$ cat src/rtl/lis_pkg.sv
package lis_pkg;

    // Item field widths
    localparam int VAL_W = 32;
    localparam int LEN_W = 11;

    // Tail table depth, one cell per entry
    localparam int MAX_LEN = 1024;
    localparam int CNT_W   = $clog2(MAX_LEN + 1);

    // Append-flag reduction: groups of GRP_W cells, then one OR over the groups
    localparam int GRP_W  = 32;
    localparam int NGRP   = (MAX_LEN + GRP_W - 1) / GRP_W;
    localparam int PAD_W  = NGRP * GRP_W;

    // Per-cycle commands broadcast to every cell
    typedef struct packed {
        logic cmp_en;   // compare against the key and update
        logic clr;      // drop all entries (end of sequence)
    } t_cell_ctrl;

endpackage

$ cat src/rtl/lis_cell.sv
// One entry of the sorted tail table.
// The cell's "not less" flag is monotone along the chain (free cells count as
// +infinity), so the first such cell is found by looking at the left neighbor.
module lis_cell (
    input  logic                              i_clk,
    input  logic                              i_rst_n,
    input  lis_pkg::t_cell_ctrl               i_ctrl,
    input  logic signed [lis_pkg::VAL_W-1:0]  i_key,
    input  logic                              i_geq_prev,
    output logic                              o_geq,
    output logic                              o_inuse,
    output logic                              o_app
);

    logic                              r_inuse;
    logic                              r_app;
    logic signed [lis_pkg::VAL_W-1:0]  r_tail;
    logic                              w_hit;

    // Free cell or tail >= key; this cell is the target if the left one is not
    assign o_geq   = !r_inuse || (r_tail >= i_key);
    assign w_hit   = o_geq && !i_geq_prev;
    assign o_inuse = r_inuse;
    assign o_app   = r_app;

    // Occupancy and append marker
    always_ff @(posedge i_clk) begin
        if (!i_rst_n) begin
            r_inuse <= 1'b0;
            r_app   <= 1'b0;
        end else if (i_ctrl.clr) begin
            r_inuse <= 1'b0;
        end else if (i_ctrl.cmp_en) begin
            r_app <= w_hit && !r_inuse;
            if (w_hit) begin
                r_inuse <= 1'b1;
            end
        end
    end

    // Tail value, replaced or appended
    always_ff @(posedge i_clk) begin
        if (i_ctrl.cmp_en && w_hit) begin
            r_tail <= i_key;
        end
    end

endmodule

$ cat config.mk
export PLATFORM = sky130hd
export DESIGN_NAME = lis_cell
export DESIGN_NICKNAME = d
export VERILOG_FILES = /design/src/rtl/lis_pkg.sv /design/src/rtl/lis_cell.sv
export SDC_FILE = /design/constraint.sdc
export NUM_CORES = 1
export LEC_CHECK = 0
export ABC_CLOCK_PERIOD_IN_PS = 5600
export BUFFER_PORTS_ARGS = -buffer_cell sky130_fd_sc_hd__buf_2
export CORE_ASPECT_RATIO = 1.25
export CORE_MARGIN = 2
export CORE_UTILIZATION = 34
export DETAILED_ROUTE_END_ITERATION = 10
export PLACE_DENSITY_LB_ADDON = 0.08
export SYNTH_ARGS = -nofsm -noshare
export SYNTH_HDL_FRONTEND = slang
export SYNTH_SLANG_ARGS = --single-unit
export TNS_END_PERCENT = 5
$ cat constraint.sdc
create_clock -name i_clk -period 5.6 [get_ports i_clk]
set_input_delay 0.84 -clock i_clk [delete_from_list [all_inputs] [get_ports i_clk]]
set_output_delay 0.84 -clock i_clk [all_outputs]
set_load 0.02 [all_outputs]
==> flow_metrics.env, run 1 <==
export IMPL_outcome="complete, no violations"
export IMPL_irDropWorstVdd_v=0.000110
export IMPL_crit_chain="buf_2 -> inv_1 -> ha_1 -> a21oi_1 -> o21ai_0 -> a221o_1 -> or3_1 -> a21boi_2 -> mux2_1 -> buf_2"
export IMPL_vias=1316
export IMPL_nets=273
export IMPL_critPathLaunchType="primary input"
export IMPL_grt_pass1_wl_um=6020
export IMPL_cts_root_buf="clkbuf_8"
export IMPL_yosys_warnings=0
export IMPL_power_leakage_nw=1.04
export IMPL_final_cell_mix="buf_2 (39), inv_1 (33), ha_1 (32), edfxtp_1 (32), a21oi_1 (11)"
export IMPL_holdWs_ns=0.497
export IMPL_drt_first_pass_iters=4
export IMPL_hold_violations=0
export IMPL_clk_latency_ns=0.28
export IMPL_ant_nets=0
export IMPL_criticalPathCategory="primary input to output pin"
export IMPL_top_layer="met4"
export IMPL_overflow=0
export IMPL_io_buffers=39
export IMPL_syn2layout_area_growth_pct=19.5
export IMPL_wl_met1_um=1460
export IMPL_min_period_ns=3.90
export IMPL_worst_path_max_delay_cell="or3_1"
export IMPL_dp_hpwl_um=2930
export IMPL_clock_skew_ns=0.00245
export IMPL_finalCritPeriodShare=0.696
export IMPL_numCtsBuffers=5
export IMPL_p_per_area_nw_per_um2=238
export IMPL_layout_drive_gt1_share=0.230
export IMPL_pin_count=40
export IMPL_rsz0062_at_grt="no"
export IMPL_synth_area_per_cell_um2=11.9
export IMPL_synthCells=158
export IMPL_cts_path_max_buffers=2
export IMPL_drc=0
export IMPL_final_common_cell="buf_2"
export IMPL_grtUsageTotal=0.127
export IMPL_die_area_um2=6150
export IMPL_critPathCaptureType="output pin"
export IMPL_ys_ff_latch=34
export IMPL_crit_required_ns=4.76
export IMPL_synth_seq_area_share=0.532
export IMPL_drt_initial_drc_count=29
export IMPL_wl_met3_um=145
export IMPL_crit_top_cell="buf_2"
export IMPL_tns_ns=0
export IMPL_postCtsHoldBufs=0
export IMPL_place_congestion=0.722
export IMPL_cts_sinks=34
export IMPL_arrival_ns=3.06
export IMPL_synth_nets=227
export IMPL_worst_pin_slew_ns=1.10
export IMPL_synth_area_um2=1880
export IMPL_floorplan_rows=30
export IMPL_antenna_found_initial=0
export IMPL_report_final_setup_viol=0
export IMPL_diodes=0
export IMPL_dieWidth_um=70.5
export IMPL_grt_start_max_net_pins=33
export IMPL_start_util=0.348
export IMPL_worstHoldPathType="flip-flop to flip-flop"
export IMPL_wl_met2_um=1950
export IMPL_crit_path_max_incr_delay_ns=0.43
export IMPL_fp_dieH_um=87.2
export IMPL_h_tree_depth=2
export IMPL_wl_per_cell_um=13.6
export IMPL_routed_wl_um=3640
export IMPL_drv_cap=0
export IMPL_maxSlewViolCount=0
export IMPL_grt_pass1_vias=1386
export IMPL_viasPerCell=4.91
export IMPL_cts_tree="built"
export IMPL_synthDistinctLibCells=29
export IMPL_regArea_um2=1000
export IMPL_fillers=547
export IMPL_clk_pin_slew_worst_paths_ns=0.06
export IMPL_multi_input_area_um2=772
export IMPL_max_slew_margin=0.266
export IMPL_max_freq_ghz=0.256
export IMPL_ctsResizeCount=0
export IMPL_crit_fanout=3
export IMPL_core_area_um2=5410
export IMPL_post_cts_setup_buffers=0
==> worst paths after layout <==
check,from,endpoint,slack (ns),depth (start not counted)
worst max-delay path,i_key[7],o_geq,1.70,10
worst min register to register,o_app,o_app,0.50,2
worst max register to register,r_tail[31],r_tail[13],2.29,7
worst min-delay path,o_app,o_app,0.50,2
==> state kept, by name, indices dropped and copies added, names as in the netlist <==
signal	cells
r_tail	32
o_app	1
o_inuse	1
==> cell families after synthesis <==
| group | share of synthesized area |
|---|---|
| mux | 0.00598 |
| buf+inv | 0.0658 |
| fa+ha+maj | 0.213 |
| simple gates | 0.0871 |
| compound gates | 0.0964 |
| flops | 0.532 |
==> synthesized netlist by cell type <==
cell type | n | area, µm²
a31oi_1 | 1 | 6.26
a2111oi_0 | 1 | 8.76
o21ai_0 | 4 | 20.0
nand4_1 | 8 | 50.1
inv_1 | 33 | 124
a21oi_1 | 11 | 55.1
nor2b_1 | 1 | 6.26
mux2_1 | 1 | 11.3
nand3_1 | 5 | 25.0
nand2b_1 | 1 | 6.26
a21boi_0 | 1 | 7.51
a21boi_1 | 1 | 7.51
or3_1 | 1 | 6.26
o211ai_1 | 1 | 7.51
a21o_1 | 3 | 22.5
a211oi_1 | 1 | 7.51
dfxtp_1 | 2 | 40.0
nor3_1 | 1 | 5.00
nand2_1 | 5 | 18.8
or4_1 | 1 | 7.51
ha_1 | 32 | 400
nor2_1 | 3 | 11.3
a21boi_2 | 1 | 11.3
a21oi_2 | 1 | 8.76
a221o_1 | 1 | 10.0
edfxtp_1 | 32 | 961
a221oi_1 | 1 | 8.76
nor3b_1 | 2 | 15.0
nor4_1 | 2 | 12.5
==> power breakdown <==
| group | switching (mW) | internal, mW |
|---|---|---|
| Combinational | 0.0421 | 0.0335 |
| Clock | 0.0793 | 0.0855 |
| Sequential | 0.00343 | 0.292 |
| Total | 0.125 | 0.411 |
==> routing by layer <==
metal | global-route usage | vias to the layer above
li1 | - | 669
met1 | 0.134 | 611
met2 | 0.235 | 28
met3 | 0.0347 | 8
met4 | 0.0583 | 0
met5 | 0 | -
==> final cells by class <==
class / count / area share
Clock buffer: 7 / 0.0339
Sequential cell: 34 / 0.445
Multi-Input combinational cell: 91 / 0.343
Inverter: 33 / 0.0551
Timing Repair Buffer: 39 / 0.0868
Tap cell: 64 / 0.0356
==> per-stage QoR <==
stage / total power, mW / area (µm²) / worst slack [ns] / instances / utilization
after global placement: 0.374 / 2170 / 1.75 / 261 / 0.402
after global routing: 0.567 / 2250 / 1.63 / 268 / 0.416
after detailed placement: 0.378 / 2170 / 1.66 / 261 / 0.402
after floorplan: 0.345 / 1880 / 1.44 / 158 / -
after CTS: 0.548 / 2250 / 1.69 / 268 / 0.416
final: 0.536 / 2250 / 1.70 / 268 / 0.416
==> worst max-delay path: cells and delay by family <==
kind,cells,cell delay [ns]
fa+ha+maj,1,0.32
mux,1,0.35
simple gates,1,0.43
compound gates,4,0.84
buf+inv,3,0.29
Note: power is estimated with default switching activity, not from simulation.
==> run 2, diff against run 1 <==
--- a/config.mk
+++ b/config.mk
@@ -5,7 +5,7 @@
 export SDC_FILE = /design/constraint.sdc
 export NUM_CORES = 1
 export LEC_CHECK = 0
-export ABC_CLOCK_PERIOD_IN_PS = 5600
+export ABC_CLOCK_PERIOD_IN_PS = 3600
 export BUFFER_PORTS_ARGS = -buffer_cell sky130_fd_sc_hd__buf_2
 export CORE_ASPECT_RATIO = 1.25
 export CORE_MARGIN = 2
==> constraint.sdc (replaced) <==
create_clock -name i_clk -period 3.6 [get_ports i_clk]
set_input_delay 0.54 -clock i_clk [delete_from_list [all_inputs] [get_ports i_clk]]
set_output_delay 0.54 -clock i_clk [all_outputs]
set_load 0.02 [all_outputs]
==> flow_metrics.env, run 2 (synthesis results as in run 1) <==
export IMPL_outcome="complete, no violations"
export IMPL_report_final_setup_viol=0
export IMPL_routed_wl_um=3640
export IMPL_drv_cap=0
export IMPL_criticalPathCategory="primary input to output pin"
export IMPL_cp_startpoint="i_key[14]"
export IMPL_clk_pin_slew_worst_paths_ns=0.08
export IMPL_pin_count=40
export IMPL_dp_hpwl_um=2940
export IMPL_final_area_um2=2330
export IMPL_final_util=0.431
export IMPL_clkPwrFrac=0.431
export IMPL_share_comb_of_total_power=0.117
export IMPL_power_switching_mw=0.213
export IMPL_critPathLaunchType="primary input"
export IMPL_r2r_start="r_tail[31]"
export IMPL_syn2layout_area_growth_pct=23.8
export IMPL_irDropWorstVdd_v=0.000226
export IMPL_h_tree_depth=2
export IMPL_hold_start="i_ctrl[0]"
export IMPL_ant_nets=0
export IMPL_final_common_cell="buf_2"
export IMPL_clock_skew_ns=0.00741
export IMPL_crit_chain="buf_2 -> inv_1 -> ha_1 -> nand4_1 -> nor2_1 -> a221o_1 -> or3_1 -> a21boi_2 -> mux2_1 -> buf_2"
export IMPL_floorplan_rows=30
export IMPL_layout_drive_gt1_share=0.251
export IMPL_die_area_um2=6150
export IMPL_overflow=0
export IMPL_diodes=0
export IMPL_crit_top_cell="buf_2"
export IMPL_swShare=0.210
export IMPL_fp_dieH_um=87.2
export IMPL_grtUsageTotal=0.134
export IMPL_viasPerCell=4.91
export IMPL_power_leakage_nw=1.08
export IMPL_crit_path_max_incr_delay_ns=0.40
export IMPL_min_period_ns=3.24
export IMPL_power_mw=1.01
export IMPL_hold_violations=0
export IMPL_clk_latency_ns=0.29
export IMPL_maxSlewViolCount=0
export IMPL_drt_first_pass_iters=4
export IMPL_arrival_ns=2.70
export IMPL_ctsResizeCount=0
export IMPL_cts_tree="built"
export IMPL_post_cts_setup_buffers=0
export IMPL_worstHoldPathType="primary input to flip-flop"
export IMPL_tns_ns=0
export IMPL_p_per_area_nw_per_um2=435
export IMPL_grt_pass1_wl_um=6210
export IMPL_dpl_cell_area_um2=2190
export IMPL_postCtsHoldBufs=0
export IMPL_place_congestion=0.745
export IMPL_critPathCaptureType="output pin"
export IMPL_wl_per_cell_um=13.4
export IMPL_grt_start_max_net_pins=21
export IMPL_cts_root_buf="clkbuf_8"
export IMPL_start_util=0.348
export IMPL_io_buffers=39
export IMPL_grt_pass1_vias=1399
export IMPL_antenna_found_initial=0
export IMPL_cts_sinks=34
export IMPL_drt_initial_drc_count=40
export IMPL_rsz0062_at_grt="no"
export IMPL_largest_reg_flops=32
export IMPL_core_area_um2=5410
export IMPL_largest_register="r_tail"
export IMPL_vias=1330
export IMPL_max_freq_ghz=0.309
export IMPL_drc=0
export IMPL_nets=275
export IMPL_crit_fanout=4
export IMPL_cts_path_max_buffers=2
export IMPL_final_cell_mix="buf_2 (39), inv_1 (33), ha_1 (32), edfxtp_1 (32), a21oi_1 (11)"
export IMPL_worst_path_max_delay_cell="or3_1"
export IMPL_finalCritPeriodShare=0.900
export IMPL_fillers=534
export IMPL_max_slew_margin=0.691
export IMPL_worst_pin_slew_ns=0.459
export IMPL_numCtsBuffers=5
export IMPL_dieWidth_um=70.5
export IMPL_p_int_mw=0.801
export IMPL_crit_required_ns=3.06
export IMPL_p_seq_frac=0.452
run 2: cell count changes in the layout (fill, tap and decap cells not counted), sizes merged:
cell / previous run / this run
bufinv: 0 / 2
clkbuf: 7 / 6
buf: 39 / 41
run 2: cell type report:
cell class,instances,area (µm²),share of cell area
clock inverter,2,60.1,0.0258
multi-input combinational,91,772,0.331
clock buffer,6,82.6,0.0354
inverter,33,124,0.0532
sequential,34,1000,0.430
tap,64,80.1,0.0344
timing repair buffer,41,210,0.0902
run 2: worst max-delay path, delay by kind of cell:
kind | cells | cell delay, ns
muxes | 1 | 0.35
AOI/OAI and AO/OA | 2 | 0.54
adders and majority gates | 1 | 0.34
buffers and inverters | 3 | 0.29
and+or+nand+nor | 3 | 0.64
run 2: metal layers:
layer	part of all wire	track usage
met1	0.39	0.141
met2	0.55	0.249
met3	0.046	0.0394
met4	0.020	0.0566
met5	0	0
run 2: power by group through the flow:
stage	Clock [mW]	Combinational, mW	Sequential [mW]
final	0.437	0.119	0.458
after global routing	0.472	0.138	0.460
after CTS	0.452	0.122	0.458
after detailed placement	0	0.121	0.467
after global placement	0	0.117	0.466
after floorplan	0	0.0700	0.467
run 2: worst paths after layout:
check               endpoint  slack, ns  cells past startpoint
setup / recovery       o_geq       0.36                     10
hold / removal       o_inuse       0.43                      2
setup reg to reg  r_tail[10]       0.82                      8
hold reg to reg        o_app       0.49                      2
run 2: stage by stage:
step	setup slack (ns)	instances	hold slack, ns
final	0.361	271	0.434
after global routing	0.219	271	0.417
after CTS	0.313	271	0.424
after detailed placement	0.340	263	0.480
after global placement	0.389	263	0.461
after floorplan	0.348	158	0.555
